<file path="src/rtl/core/pcof_pkg.sv">
package pcof_pkg;

  localparam int MaxPointsDef  = 64;
  localparam int CoordBitsDef  = 16;
  localparam int FieldW        = 16;
  localparam int PctW          = 7;
  localparam logic [PctW-1:0] PctReset = 7'd90;

  // floor(x / 100) == (x * RecipHundred) >> RecipShift for x < 8192
  localparam int RecipShift = 22;
  localparam logic [RecipShift-1:0] RecipHundred = 22'd41944;

  typedef struct packed {
    logic clear;
    logic sample;
  } rank_ctl_t;

endpackage

</file>
<file path="src/rtl/core/pcof_dist_unit.sv">
module pcof_dist_unit import pcof_pkg::*; #(
  parameter int CW   = CoordBitsDef,
  parameter int CNTW = 7,
  parameter int SW   = CW + CNTW,
  parameter int DW   = CW + CNTW + 1,
  parameter int DSW  = 2 * DW
) (
  input  logic              clk_i,
  input  logic              rst_ni,
  input  logic              start_i,
  input  logic [CNTW-1:0]   n_i,
  input  logic [3*CW-1:0]   coord_i,
  input  logic [3*SW-1:0]   sum_i,
  output logic              done_o,
  output logic [DSW-1:0]    dist_o
);

  typedef enum logic [4:0] {
    PH_IDLE = 5'b00001,
    PH_MUL  = 5'b00010,
    PH_SUB  = 5'b00100,
    PH_SQ   = 5'b01000,
    PH_ACC  = 5'b10000
  } phase_e;

  phase_e ph_q, ph_d;
  logic [1:0] ax_q, ax_d;
  logic signed [2*DW-1:0] prod_q, prod_d;
  logic signed [DW-1:0] mag_q, mag_d;
  logic [DSW-1:0] acc_q, acc_d;
  logic done_q, done_d;

  logic signed [CW-1:0] p_sel;
  logic signed [SW-1:0] s_sel;
  logic signed [DW-1:0] op_a, op_b, diff;
  logic signed [2*DW-1:0] mul;

  assign p_sel = $signed(coord_i[ax_q*CW +: CW]);
  assign s_sel = $signed(sum_i[ax_q*SW +: SW]);
  assign diff  = $signed(prod_q[DW-1:0]) - DW'(s_sel);

  // one multiplier: n * p first, then the square of |n * p - s|
  always_comb begin
    if (ph_q == PH_MUL) begin
      op_a = DW'($signed({1'b0, n_i}));
      op_b = DW'(p_sel);
    end else begin
      op_a = mag_q;
      op_b = mag_q;
    end
  end
  assign mul = op_a * op_b;

  always_comb begin
    ph_d   = ph_q;
    ax_d   = ax_q;
    prod_d = prod_q;
    mag_d  = mag_q;
    acc_d  = acc_q;
    done_d = 1'b0;
    unique case (ph_q)
      PH_IDLE: begin
        if (start_i) begin
          acc_d = '0;
          ax_d  = '0;
          ph_d  = PH_MUL;
        end
      end
      PH_MUL: begin
        prod_d = mul;
        ph_d   = PH_SUB;
      end
      PH_SUB: begin
        mag_d = diff[DW-1] ? -diff : diff;
        ph_d  = PH_SQ;
      end
      PH_SQ: begin
        prod_d = mul;
        ph_d   = PH_ACC;
      end
      PH_ACC: begin
        acc_d = acc_q + DSW'($unsigned(prod_q));
        if (ax_q == 2'd2) begin
          done_d = 1'b1;
          ph_d   = PH_IDLE;
        end else begin
          ax_d = ax_q + 2'd1;
          ph_d = PH_MUL;
        end
      end
      default: ph_d = PH_IDLE;
    endcase
  end

  always_ff @(posedge clk_i or negedge rst_ni) begin
    if (!rst_ni) begin
      ph_q   <= PH_IDLE;
      ax_q   <= '0;
      prod_q <= '0;
      mag_q  <= '0;
      acc_q  <= '0;
      done_q <= 1'b0;
    end else begin
      ph_q   <= ph_d;
      ax_q   <= ax_d;
      prod_q <= prod_d;
      mag_q  <= mag_d;
      acc_q  <= acc_d;
      done_q <= done_d;
    end
  end

  assign done_o = done_q;
  assign dist_o = acc_q;

endmodule

</file>
<file path="config.mk">
export PLATFORM = sky130hd
export DESIGN_NAME = pcof_dist_unit
export DESIGN_NICKNAME = d
export VERILOG_FILES = /design/src/rtl/core/pcof_pkg.sv /design/src/rtl/core/pcof_dist_unit.sv
export SDC_FILE = /design/constraint.sdc
export NUM_CORES = 2
export LEC_CHECK = 0
export ABC_AREA = 1
export ABC_CLOCK_PERIOD_IN_PS = 6800
export BUFFER_PORTS_ARGS = -buffer_cell sky130_fd_sc_hd__clkbuf_2
export CORE_MARGIN = 3
export CORE_UTILIZATION = 50
export CTS_CLUSTER_DIAMETER = 120
export DETAILED_ROUTE_END_ITERATION = 10
export HOLD_SLACK_MARGIN = 0.1
export PLACE_DENSITY_LB_ADDON = 0.3
export SKIP_LAST_GASP = 1
export SLEW_MARGIN = 0
export SYNTH_ARGS = -nofsm -noshare
export SYNTH_HDL_FRONTEND = slang
export SYNTH_SLANG_ARGS = --single-unit
</file>
<file path="constraint.sdc">
create_clock -name clk_i -period 6.8 [get_ports clk_i]
set_input_delay 0.34 -clock clk_i [delete_from_list [all_inputs] [get_ports clk_i]]
set_output_delay 0.34 -clock clk_i [all_outputs]
set_load 0.03 [all_outputs]
</file>
# After elaboration in Yosys (flattened, before gate mapping)
# Cells that the tools add are included.
# totals
reg_bits	128
output_inout_bits	49
# classes
add_sub_neg	4
n_mul	2
eq_ne	8
shifts	2
mux	13
n_reduce_logical	4
# ops
cell	n
$pmux 48 s2	1
$mux 24	3
$shiftx 69x8->23	1
$add 48x48->48	1
$mul 24x24->48	1
$mux 48	1
$shiftx 48x7->16	1
$pmux 5 s5	1
$neg 24->24	1
$sub 24x23->24	1
$mul 2x5->7 const B	1
$mux 2	3
$eq 5x1->1 const B	1
$eq 5x2->1 const B	1
$eq 5x3->1 const B	1
$eq 5x4->1 const B	1
$eq 5x5->1 const B	1
$mux 5	1
$ne 2x2->1 const B	2
$pmux 2 s2	1
$reduce_and 3->1	1
$add 2x1->2 const B	1
$eq 2x2->1 const B	1
$mux 1	2
3 further kinds	3

# Logic depth before layout (Yosys ltp)
# depth
ltp_word	5
depth_mapped	39
depth_no_buf	38

# Least setup slack after synthesis
# No wires, ideal clock.
# synth_timing
path_type	register to register
startpoint	register ph_q[3]
endpoint	register prod_q[47]
t_arrival_ns	7.058
required_ns	6.667
setup_slack_ns	-0.391
stages_incl_launch_ff	28
n_path_buf	0
period_less_slack_ns	7.191
cell_sequence	dfrtp_1 nor2_1 inv_2 nor4_4 nor2_1 a21oi_1 inv_2 nand2_1 inv_1 fa_1 fa_1 fa_1 fa_1 fa_1 fa_1 inv_1 fa_1 inv_1 ha_1 a21oi_1 inv_1 a31oi_1 o21ai_0 a21oi_1 nand3_1 a21oi_1 xor2_1 o21ai_0
# synth_via
elab_chain_cells	3
# synth_rtl
element	line_no	text
start, declared	pcof_dist_unit.sv:26	phase_e ph_q, ph_d;
start signal, assigned	pcof_dist_unit.sv:104	ph_q <= ph_d;
$eq 5x2->1	pcof_dist_unit.sv:44, pcof_dist_unit.sv:61	
$mux 24	pcof_dist_unit.sv:44	if (ph_q == PH_MUL) begin
$mul 24x24->48	pcof_dist_unit.sv:52	assign mul = op_a * op_b;
end signal, assigned	pcof_dist_unit.sv:106	prod_q <= prod_d;
end, declared	pcof_dist_unit.sv:28	logic signed [2*DW-1:0] prod_q, prod_d;
# Several ways; a longest one is shown, not always the timed one.
# A chain may end at the register's enable or synchronous reset.

# Final worst setup path
# layout_timing
startpoint	register ph_q[3]
endpoint	register prod_q[38]
# The elaborated chain is that of the path after synthesis.

==> impl_results.md <==
- Status: complete, but fails checks
- Failing checks: negative setup slack
- Critical Path End Type: flip-flop
- Vias: 30100
- Number of global-route vias before repair: 30600
- CP required: 7.19 ns
- Setup CP Type: flip-flop to flip-flop
- Slack of the critical path: -0.612 ns
- HP Start: start_i
- Slew of the pin with the lowest slew margin: 1.01 ns
- IO Pins: 176
- CP Launch Type: flip-flop
- GRT Overall Usage: 33.1%
- Antenna viol nets, final: 0
- #FFs+latches synth: 128
- Antenna violations before repair: 2
- Synth warn: 0
- Clk sinks: 128
- Filler cells: 5349
- Async S/R FF share, synth: between 90% and 100%
- Final worst path period share: 109%
- Core area: 62400 sq um
- Clk_lat worst skew: between 0.4 and 0.5 ns
- First-pass DRT Iterations: 6
- CTS max path bufs: 2
- Final setup viols: 32
- Post-Synthesis Net Count: 5075
- Post-Place Setup Slack: -0.658 ns
- Via density: 5.39
- Critical-path top delay cell: fa_1
- Std cell rows: 91
- Die height: ~260 um
- I/O Buffers: approximately 180
- CTS tree: yes
- Largest net degree at the start of global routing: 75
- Seq/Total Area, Yosys: about 10%
- Post-synth EDFFs: 0
- Cell depth of the worst hold path: 3
- Slew Limit Fails: 0
- R2R depth: 38
- Mean post-synth cell area: 7.70 sq um
- Period minus WS final: about 7.4 ns
- CP Max Fanout: 6
- Cells after synthesis: between 4000 and 5000
- Chip width: 258 um
- Nets: 5680
- Final Hold Viols: 0
- Proportion of layout cells with a drive suffix above 1: a little under a quarter
- Critical Path Most Common Cell: inv_2
- DRC viols: 0
- TritonCTS Buffers: 17
- Commonest non-fill, non-tap cell in the layout: inv_1
- RSZ-0062 raised after global routing: true
- Critical R2R Capture: prod_q[38]
- Avg WL per Cell: a little under 20 um
- Routed WL: 110000 um
- Grt total ovfl: 0
- Clock tree root driver cell: clkbuf_16
- CP arrival: just under 8 ns
- CTS clk-pin slew, worst paths: 0.07 ns
- Die area: 66700 sq um
- Max stage delay on crit path: 0.57 ns
- Layout overhead on the synthesized area: 24.4%
- Reg2Reg Launch Point: ph_q[3]
- Final Instance Area: between 30000 and 40000 sq um
- Iteration-0 DRC Markers: 2441
- Synth Cell Area: roughly 32000 sq um
- Synth Flop Type: dfrtp_1
- R2R Setup Slk: -0.61 ns
- Starting Density: 51.0%
- Hold Path Class: input pin to flip-flop
- Final RePlAce weighted congestion: 1.01
- Max Clk Rate: 0.135 GHz
- First-pass GRT wire length: 171000 um
- Worst Hold Path EP: ph_q[0]
- Placed inst area: 37300 sq um
- # Max-Cap Violations: 0
- Synth cell types: 59
- Setup Skew: 0.0129 ns
- Rel. slew slack: 32.4%
- Hpwl dp: 92700 um
- H-Tree Depth: 4
- Most frequent cells in the layout: inv_1, nand2_1, fa_1
==> kinds of logic after synthesis <==
family / count (synthesis) / synth area share [%]
AOI/OAI and AO/OA: 498 / 8.87
and+or+nand+nor: 1559 / 19.9
adders and majority gates: 815 / 46.4
xor gates and xnor gates: 79 / 2.24
DFF: 128 / 10.1
buffers and inverters: 1054 / 12.6
==> critical path: cells and delay by family, from the launching register on <==
family,cells,cell delay [ns]
adders and majority gates,8,3.87
and+or+nand+nor,12,1.37
buffers and inverters,15,1.28
AOI/OAI and AO/OA,3,0.44
DFF,1,0.39
==> Yosys cell counts, types with 17 or more instances <==
cell | instances | share of area (%)
xnor2_1 | 40 | 1.1
o21ai_1 | 19 | 0.30
buf_2 | 18 | 0.28
a31oi_1 | 31 | 0.61
a21o_1 | 17 | 0.40
inv_1 | 937 | 11
dfrtp_1 | 127 | 10
xor2_1 | 36 | 0.99
clkbuf_1 | 68 | 0.80
nor3_1 | 27 | 0.42
a21oi_1 | 162 | 2.5
ha_1 | 205 | 8.1
a2bb2oi_1 | 21 | 0.58
nand3_1 | 101 | 1.6
o21ai_0 | 189 | 3.0
fa_1 | 610 | 38
nand4_1 | 29 | 0.57
nand2_1 | 857 | 10
nor2_1 | 483 | 5.7
==> metrics by stage <==
step	hold slack (ns)	TNS, ns	utilization [%]	instances
2_1_floorplan	0.0444	-2.30	-	4133
4_1_cts	0.322	-9.64	62.0	5561
3_3_place_gp	0.353	-16.66	59.8	5495
6_report	0.334	-14.13	63.5	5590
3_5_place_dp	0.348	-17.80	59.8	5495
5_1_grt	0.338	-22.11	63.5	5588
==> layer usage <==
| layer | vias to the layer above | GRT usage [%] | routed length (um) |
|---|---|---|---|
| li1 | 13700 | - | - |
| met1 | 14800 | 44.9 | 44100 |
| met2 | 1362 | 53.4 | 50800 |
| met3 | 297 | 6.34 | 10100 |
| met4 | 0 | 12.0 | 5050 |
| met5 | - | 0 | 0 |
==> sequential cells by signal, summed over array words and instances, names as in the netlist <==
register  count
done_o        1
prod_q       48
dist_o       48
ax_q          2
ph_q          5
mag_q        24
==> timing repair <==
| item | CTS | global route |
|---|---|---|
| endpoints found under the hold margin | 54 | 0 |
| endpoints found under the setup margin | 35 | 35 |
| hold buffers | 1 | 0 |
| pin swaps | 53 | 91 |
| gates resized for setup | 131 | 200 |
| cloned | 1 | 0 |
| setup buffers | 32 | 30 |
==> final cells by class <==
class	instances	area (sq um)	area share, %
Clock buffer	17	425	1.07
Sequential cell	128	3210	8.09
Timing Repair Buffer	685	5020	12.7
Clock inverter	15	220	0.556
Inverter	954	3600	9.10
Antenna cell	2	5.00	0.0126
Timing Repair inverter	1	7.51	0.0190
Tap cell	837	1050	2.64
Multi-Input combinational cell	2951	26100	65.8
==> worst max path at each step <==
stage / from / slack (ns) / to
4_1_cts: ph_q[0] / -0.45 / prod_q[38]
6_report: ph_q[3] / -0.61 / prod_q[38]
3_5_place_dp: ph_q[2] / -0.66 / prod_q[37]
3_3_place_gp: ph_q[2] / -0.65 / prod_q[41]
2_1_floorplan: ph_q[3] / -0.21 / prod_q[38]
5_1_grt: ph_q[3] / -0.85 / prod_q[38]
Power is left out: the tool's default activity adds up to more than one toggle a clock period on the data nets, which glitch-free logic cannot reach.
