===== src/rtl/core/pcof_pkg.sv =====
package pcof_pkg;

  localparam int MaxPointsDef  = 64;
  localparam int CoordBitsDef  = 16;
  localparam int FieldW        = 16;
  localparam int PctW          = 7;
  localparam logic [PctW-1:0] PctReset = 7'd90;

  // floor(x / 100) == (x * RecipHundred) >> RecipShift for x < 8192
  localparam int RecipShift = 22;
  localparam logic [RecipShift-1:0] RecipHundred = 22'd41944;

  typedef struct packed {
    logic clear;
    logic sample;
  } rank_ctl_t;

endpackage


===== src/rtl/core/pcof_rank_unit.sv =====
module pcof_rank_unit import pcof_pkg::*; #(
  parameter int CNTW = 7,
  parameter int DSW  = 50
) (
  input  logic            clk_i,
  input  logic            rst_ni,
  input  rank_ctl_t       ctl_i,
  input  logic [DSW-1:0]  sample_i,
  input  logic [DSW-1:0]  cand_i,
  input  logic [CNTW-1:0] rank_i,
  output logic [CNTW-1:0] lt_o,
  output logic            hit_o
);

  logic [CNTW-1:0] lt_q, lt_d, le_q, le_d;

  always_comb begin
    lt_d = lt_q;
    le_d = le_q;
    if (ctl_i.clear) begin
      lt_d = '0;
      le_d = '0;
    end else if (ctl_i.sample) begin
      if (sample_i < cand_i) lt_d = lt_q + CNTW'(1);
      if (sample_i <= cand_i) le_d = le_q + CNTW'(1);
    end
  end

  always_ff @(posedge clk_i or negedge rst_ni) begin
    if (!rst_ni) begin
      lt_q <= '0;
      le_q <= '0;
    end else begin
      lt_q <= lt_d;
      le_q <= le_d;
    end
  end

  assign lt_o  = lt_q;
  assign hit_o = (lt_q <= rank_i) && (rank_i < le_q);

endmodule


===== config.mk =====
export PLATFORM = sky130hd
export DESIGN_NAME = pcof_rank_unit
export DESIGN_NICKNAME = d
export VERILOG_FILES = /design/src/rtl/core/pcof_pkg.sv /design/src/rtl/core/pcof_rank_unit.sv
export SDC_FILE = /design/constraint.sdc
export NUM_CORES = 1
export LEC_CHECK = 0
export BUFFER_PORTS_ARGS = -buffer_cell sky130_fd_sc_hd__buf_2
export CAP_MARGIN = 20
export CORE_UTILIZATION = 30
export DETAILED_ROUTE_END_ITERATION = 8
export GPL_ROUTABILITY_DRIVEN = 0
export PLACE_DENSITY = 0.54
export SLEW_MARGIN = 20
export SYNTH_ARGS = -nofsm -noshare
export SYNTH_HDL_FRONTEND = slang
export SYNTH_SLANG_ARGS = --single-unit

===== constraint.sdc =====
create_clock -name clk_i -period 3.9 [get_ports clk_i]
set_input_delay 0 -clock clk_i [delete_from_list [all_inputs] [get_ports clk_i]]
set_output_delay 0 -clock clk_i [all_outputs]
set_load 0.02 [all_outputs]

After elaboration in Yosys (flattened, before gate mapping)
Cells that the tools add are included.
{"block": "word_totals", "output_inout_bits": 8, "wordCells": 20, "input_bits": 111, "ff_bits": 14}
{"block": "classes", "add_sub_neg": 2, "reduce_logical": 6, "mux": 6, "magnitude_cmp": 4}
{"op": "$le 50x50->1", "count": 1}
{"op": "$lt 50x50->1", "count": 1}
{"op": "$mux 7", "count": 6}
{"op": "$add 7x1->7 const B", "count": 2}
{"op": "$le 7x7->1", "count": 1}
{"op": "$lt 7x7->1", "count": 1}
{"op": "$reduce_bool 2->1", "count": 3}
{"op": "$reduce_and 2->1", "count": 2}
{"op": "$logic_and 1x1->1", "count": 1}

Logic depth before layout (Yosys ltp)
Gate-level depths: netlist of the first run.
{"block": "depth", "word_depth": 4, "mapped_depth": 11, "mapped_depth_nobuf": 10}

Least setup slack after synthesis of the first run
Ideal clock, no wire load.
{"block": "synth_timing", "path_type": "in2reg", "from": "input port cand_i[28]", "to": "register le_q[5]", "setup_time_ns": 0.128, "arrival_ns": 1.972, "setup_slack_ns": 1.800, "t_required_ns": 3.772, "stages": 10, "cell_sequence": "inv_1 ha_1 a21oi_2 nand2_1 a221oi_2 o211ai_2 a211oi_4 a21oi_2 nor4_1 mux2_1"}
{"block": "synth_between", "elab_chain_len": 3}
{"item": "start: declaration", "line": "pcof_rank_unit.sv:9", "source": "input logic [DSW-1:0] cand_i,"}
{"item": "$le 50x50->1", "line": "pcof_rank_unit.sv:25", "source": "if (sample_i <= cand_i) le_d = le_q + CNTW'(1);"}
{"item": "$reduce_bool 2->1 (no line)"}
{"item": "$reduce_and 2->1 (no line)"}
{"item": "end signal: assignment", "line": "pcof_rank_unit.sv:35", "source": "le_q <= le_d;"}
{"item": "end: declaration", "line": "pcof_rank_unit.sv:15", "source": "logic [CNTW-1:0] lt_q, lt_d, le_q, le_d;"}
No other way between the ends.
A chain may end at the register's enable or synchronous reset.

Final worst setup path of the first run
{"block": "layout_timing", "from": "input port sample_i[5]", "to": "register le_q[5]"}
{"block": "layout_between", "elab_chain_len": 3}
{"item": "start: declaration", "line": "pcof_rank_unit.sv:8", "source": "input logic [DSW-1:0] sample_i,"}
{"item": "$le 50x50->1", "line": "pcof_rank_unit.sv:25"}
{"item": "$reduce_bool 2->1 (no line)"}
{"item": "$reduce_and 2->1 (no line)"}
No other way between the ends.

==> results of run 1 <==
-- logic make-up (layout without fill, tap and decap cells) --
| logic type | after synthesis | after routing |
|---|---|---|
| simple gates | 77 | 77 |
| buf+inv | 70 | 190 |
| fa+ha+maj | 65 | 65 |
| compound gates | 62 | 62 |
| flops | 14 | 14 |
| mux | 4 | 4 |
| xor+xnor | 3 | 3 |
-- sequential cells by signal, indices dropped and copies added, names as in the netlist --
name / count
lt_o: 7
le_q: 7
-- per-layer routing --
metal	track usage (%)	up-vias	share of wire [%]
met5	0	-	0
met4	3.226	0	1.6
met3	2.707	8	5.8
met2	24.81	73	47
met1	17.84	1000	46
li1	-	1273	-
-- worst min-delay path by stage --
stage / to / slack (ns)
2_1_floorplan: le_q[0] / -0.30
3_5_place_dp: le_q[6] / -0.08
6_report: lt_o[0] / 0.13
3_3_place_gp: le_q[6] / -0.08
5_1_grt: lt_o[1] / 0.15
4_1_cts: lt_o[2] / 0.12
-- power breakdown --
| part | total (mW) | switching, mW | internal (mW) |
|---|---|---|---|
| Combinational | 0.220 | 0.109 | 0.110 |
| Sequential | 0.155 | 0.00582 | 0.150 |
| Clock | 0.115 | 0.0472 | 0.0683 |
| Total | 0.490 | 0.162 | 0.328 |
-- area by class of cell --
cell class | count | area share (%)
Multi-Input combinational cell | 211 | 55.47
Clock buffer | 3 | 1.341
Timing Repair Buffer | 119 | 19.50
Sequential cell | 14 | 11.38
Tap cell | 99 | 4.023
Inverter | 68 | 8.289
-- placed cells by master, fill, tap and decap left out, drive strengths merged --
master / instances
buf: 118
xnor2: 1
or4: 3
nand2: 16
o31ai: 2
nor2: 11
mux2i: 2
nor2b: 4
nor3: 5
nand2b: 4
nand3: 9
xor2: 2
a221oi: 3
a2111oi: 1
or3: 5
dlygate4sd3: 1
a211oi: 3
a21o: 6
mux2: 2
nand4b: 1
o211ai: 1
nor4: 1
o21ai: 18
clkbuf: 3
ha: 65
dfrtp: 14
a21oi: 28
and3b: 1
and4: 5
inv: 68
nand4: 12
-- metrics by stage --
stage          util [%]  total power, mW
3_5_place_dp      41.09           0.3798
4_1_cts           41.78           0.5008
6_report          41.78           0.4904
2_1_floorplan         -           0.2870
3_3_place_gp      41.09           0.3754
5_1_grt           41.78           0.5407
-- worst register-to-register path, stage by stage, from the launching register on --
cell and delay [ns]:
dfrtp_1 0.42, ha_1 0.20, inv_1 0.06, or4_1 0.48, or3_1 0.31, a21oi_1 0.14
==> results by group, run 1 <==
Clocking
  • # resized after CTS: 0
  • Post-cts hold buffer count: 1
  • Clk buf depth: 2
  • Clock buffer count from CTS: 3
  • # clock sinks: 14
  • H-tree lvl count: 1
  • Setup bufs post-CTS: 0
  • Root Buffer Master: clkbuf_8
  • Clock transition at path regs: about 0.050 ns
  • Clock Latency Late Sink: about 0.24 ns
  • TritonCTS clock tree: built

Critical path
  • Critical-path top delay cell: a2111oi_0
  • Crit path capture: le_q[5]
  • Reg-to-Reg End: le_q[6]
  • Crit path largest cell delay: roughly 0.42 ns
  • Crit path max-delay family: compound AO/OA/AOI/OAI gates
  • Crit end category: flip-flop
  • CP arrival: roughly 2.4 ns
  • Worst path bufs/invs: 1
  • Origin of the critical flop-to-flop path: le_q[0]
  • Crit path launch type: primary input
  • Data required time at the worst endpoint: 4.02 ns
  • Critical path class: in2reg
  • CP Depth: 10
  • Worst r2r path cells: 5
  • R2R setup slack: 2.21 ns
  • Crit. Startpoint: sample_i[5]
  • Worst Path Max Fanout: 11
  • CP cell instances: buf_2, ha_1, a21oi_1, o21ai_1, a2111oi_0, o21ai_0, nand4_1, a21oi_2, nor4_1, mux2_1

Synthesis
  • Syn avg cell area: just under 8 um2
  • Netlist cell types: 37
  • Leading cell type by number of instances after synthesis: inv_1
  • XOR/XNOR share of the synthesized area: under 10%
  • Synth cell count leaders: inv_1 (68), ha_1 (65), a21oi_1 (25)
  • Synth Flop Type: dfrtp_1
  • Mux share of post-synthesis cell area: between 1.5 and 2%
  • Async SR Flop Fraction: between 90% and 100%
  • Synth Area in Compound Gates: 16.77%
  • Adder-cell share of the synthesized area: 34.93%
  • Seq cells post-synth: 14
  • Sequential fraction of the synthesis area: between 10% and 20%
  • Ys Warns: 0
  • Post-Synth Simple-Gate Area: roughly a fifth
  • Area leader, netlist: ha_1
  • Largest family of logic cells by synthesized area: adder cells
  • Synth area leaders: ha_1 (35%), dfrtp_1 (15%), inv_1 (11%)
  • Synthesized cell area: between 0.002 and 0.0025 mm2
  • Top cell type's share of synthesized area: a little over a third
  • Post-synth EDFFs: 0
  • Mapped Cells: approximately 300
  • Syn nets: ~470

Global routing
  • Global-route usage over all layers: 14.16%
  • GRT Residual Overflow: 0
  • Number of global-route vias before repair: 2219
  • Initial antenna violation count: 0
  • First-pass GRT wire length: about 9600 um
  • Pin count of the biggest net entering global routing: 17

Min path
  • Hold path start: ctl_i[1]
  • Hold Path Stages: 2
  • Class of the worst hold path: in2reg

Placed design
  • DP Wirelength: just over 5000 um
  • Pre-CTS setup slack: about 1.3 ns
  • Port bufs: roughly 120
  • Area after DPL: approximately 0.003 mm2
  • Number of cells after detailed placement: ~500

Drt
  • Post-DR wirelength/cell: about 11 um
  • # DRC: 0
  • Via count: 2354
  • Drt total wl: ~5700 um
  • Drt initial violations: 45
  • DR pass1 iterations: 4
  • Drt via density: roughly 4.6
  • ANT nets after route: 0

Die
  • Initial Util: roughly a third
  • Core area: 0.007370 mm2
  • Die H: around 90 um
  • Row Count: 31
  • # IOs: roughly 120
  • Die width: ~90 um
  • Die area: 0.008118 mm2

Pwr
  • Worst VDD drop: around 81 uV
  • P_leak: approximately 1.8 nW
  • Power Dens Cells: around 160 mW/mm2

STA
  • # setup viols final: 0
  • Final setup margin: 1.607 ns
  • Final hold vios: 0
  • Worst Skew: between 0.0002 and 0.0003 ns
  • Sum Neg Setup Slack: 0 ns
  • Final hold slack: ~0.13 ns
  • Max_slew headroom: a little over two thirds
  • Worst Tran Pin Value: 0.4457 ns
  • Slew Limit Fails: 0
  • RSZ-0062 raised after global routing: no
  • Tmin final: roughly 2.3 ns
  • Crit share post-route: 58.80%
  • Max frequency: 0.4361 GHz

Finish
  • Final instance area: approximately 0.0031 mm2
  • Layout area overhead: 32.24%
  • Fin nets: slightly below 600
  • Reg area: approximately 350 um2
  • Antenna Cells: 0
  • Fillers: about 770
  • Non-Filler Instances: ~510
  • Area of the multi-input gates: roughly 0.0017 mm2
  • Share of cells above drive strength 1: a little under a third

Run
  • Max Cap Violations: 0

Run status
  • Status: complete, no violations
Note: power is estimated with default switching activity, not from simulation.
==> run 2: changes to the inputs <==
- PLACE_DENSITY: 0.54 -> 0.56
- clock period: 3.9 -> 1.9 ns (I/O delays scaled with it)
==> results by group, run 2 (same netlist as run 1, synthesis figures left out) <==
Run status
  • Status: finished with violations
  • Failing checks: setup timing

Min path
  • Hold path start: ctl_i[1]
  • Worst Hold Path EP: lt_o[0]
  • Class of the worst hold path: in2reg
  • Hold Path Stages: 2

Clocking
  • Clock transition at path regs: 0.06 ns
  • Clock Latency Late Sink: between 0.2 and 0.3 ns
  • Root Buffer Master: clkbuf_8
  • TritonCTS clock tree: built
  • Clk buf depth: 2
  • H-tree lvl count: 1
  • # clock sinks: 14
  • Clock buffer count from CTS: 3

Pwr
  • Overall power: roughly 1.2 mW
  • P_leak: around 2.0 nW
  • Power Dens Cells: between 300 and 400 mW/mm2
  • Worst VDD drop: approximately 290 uV

Drt
  • ANT nets after route: 0
  • Drt initial violations: 47
  • Drt via density: 4.647
  • Via count: approximately 2500
  • DR pass1 iterations: 4
  • Post-DR wirelength/cell: between 10 and 15 um
  • Drt total wl: around 6100 um
  • # DRC: 0

Placed design
  • Area after DPL: between 0.003 and 0.004 mm2
  • Number of cells after detailed placement: between 500 and 600
  • DP Wirelength: 5213 um
  • Port bufs: 118

Critical path
  • Origin of the critical flop-to-flop path: le_q[1]
  • Worst r2r path cells: 6
  • CP arrival: slightly below 2 ns
  • Crit end category: primary output
  • Critical path class: reg2out
  • Reg-to-Reg End: le_q[6]
  • R2R setup slack: between 0.1 and 0.15 ns
  • Data required time at the worst endpoint: ~1.9 ns
  • Worst Path Max Fanout: 2
  • Crit path launch type: flip-flop

STA
  • Final setup margin: -0.08065 ns
  • Max frequency: ~0.50 GHz
  • # setup viols final: 1
  • Worst Skew: 0.005691 ns
  • RSZ-0062 raised after global routing: yes
  • Tmin final: around 2.0 ns
  • Crit share post-route: 104.2%
  • Slew Limit Fails: 0
  • Worst Tran Pin Value: around 0.33 ns
  • Max_slew headroom: around 78%
  • Final hold vios: 0
  • Sum Neg Setup Slack: -0.08065 ns

Finish
  • Non-Filler Instances: ~540
  • Commonest non-fill, non-tap cells in the layout: buf_2 (115), inv_1 (60), ha_1 (52), buf_4 (24)
  • Fin nets: 619
  • Commonest non-fill, non-tap cell in the layout: buf_2
  • Core Util, Final: around 50%
  • Antenna Cells: 0
  • Final instance area: between 0.003 and 0.004 mm2
  • Share of cells above drive strength 1: between 40% and 50%
  • Layout area overhead: 53.90%

Global routing
  • Global-route usage over all layers: between 10% and 20%
  • GRT Residual Overflow: 0
  • Initial antenna violation count: 0
  • Number of global-route vias before repair: 2374
  • Pin count of the biggest net entering global routing: 17
  • First-pass GRT wire length: 10040 um

Die
  • Die area: 0.008118 mm2
  • Die H: between 90 and 100 um
  • Die width: about 90 um
  • Core area: approximately 0.0074 mm2
  • Row Count: 31
  • Initial Util: about a third
  • # IOs: between 100 and 150

Run
  • Max Cap Violations: 0
-- run 2: timing repair --
action,in CTS,in global routing
pin swaps,5,17
hold endpoints to repair,14,0
hold buffers,1,0
setup endpoints to repair,9,11
buffers inserted,0,4
gates resized for setup,7,41
gates cloned,0,0
-- run 2: power by group --
| group | total (mW) | internal, mW | switching (mW) |
|---|---|---|---|
| registers | 0.318 | 0.307 | 0.0107 |
| clock network | 0.292 | 0.184 | 0.108 |
| logic | 0.585 | 0.312 | 0.273 |
-- run 2: how the worst max path moves through the flow --
stage                 from       to  slack [ns]  depth (start not counted)
2_1_floorplan   cand_i[38]  le_q[5]       -0.02                          9
4_1_cts            le_q[1]    hit_o       -0.13                         10
3_3_place_gp   sample_i[5]  lt_o[5]       -0.36                         11
6_report           le_q[1]    hit_o       -0.08                         10
5_1_grt            le_q[1]    hit_o       -0.21                         10
3_5_place_dp   sample_i[5]  lt_o[5]       -0.32                         11
-- run 2: through the flow --
step	worst slack (ns)	hold slack (ns)
after detailed placement	-0.3217	-0.08343
after global routing	-0.2095	0.1465
after global placement	-0.3584	-0.07954
after floorplan	-0.01528	-0.2956
after CTS	-0.1288	0.1172
final	-0.08065	0.1299
-- run 2: routing by layer --
metal	wire length, um	track usage [%]	up-vias
li1	-	-	1326
met1	2747	18.65	1109
met2	2947	25.64	73
met3	309	2.623	6
met4	62	2.554	0
met5	0	0	-
-- run 2: layout make-up --
| class | instances | area [um2] |
|---|---|---|
| tap | 99 | 123.9 |
| inverter | 68 | 255.2 |
| sequential | 14 | 351.6 |
| timing repair buffer | 145 | 822.0 |
| clock buffer | 4 | 55.05 |
| multi-input combinational | 211 | 1976 |
| fill | 718 | 3786 |
-- run 2: critical path, stage by stage, from the launching register on --
cell	delay, ns
dfrtp_1	0.39
inv_2	0.07
ha_4	0.19
a21o_1	0.16
a21o_1	0.16
a21o_1	0.16
a21oi_1	0.14
nor2b_1	0.06
o21ai_1	0.11
and3b_1	0.19
buf_6	0.12
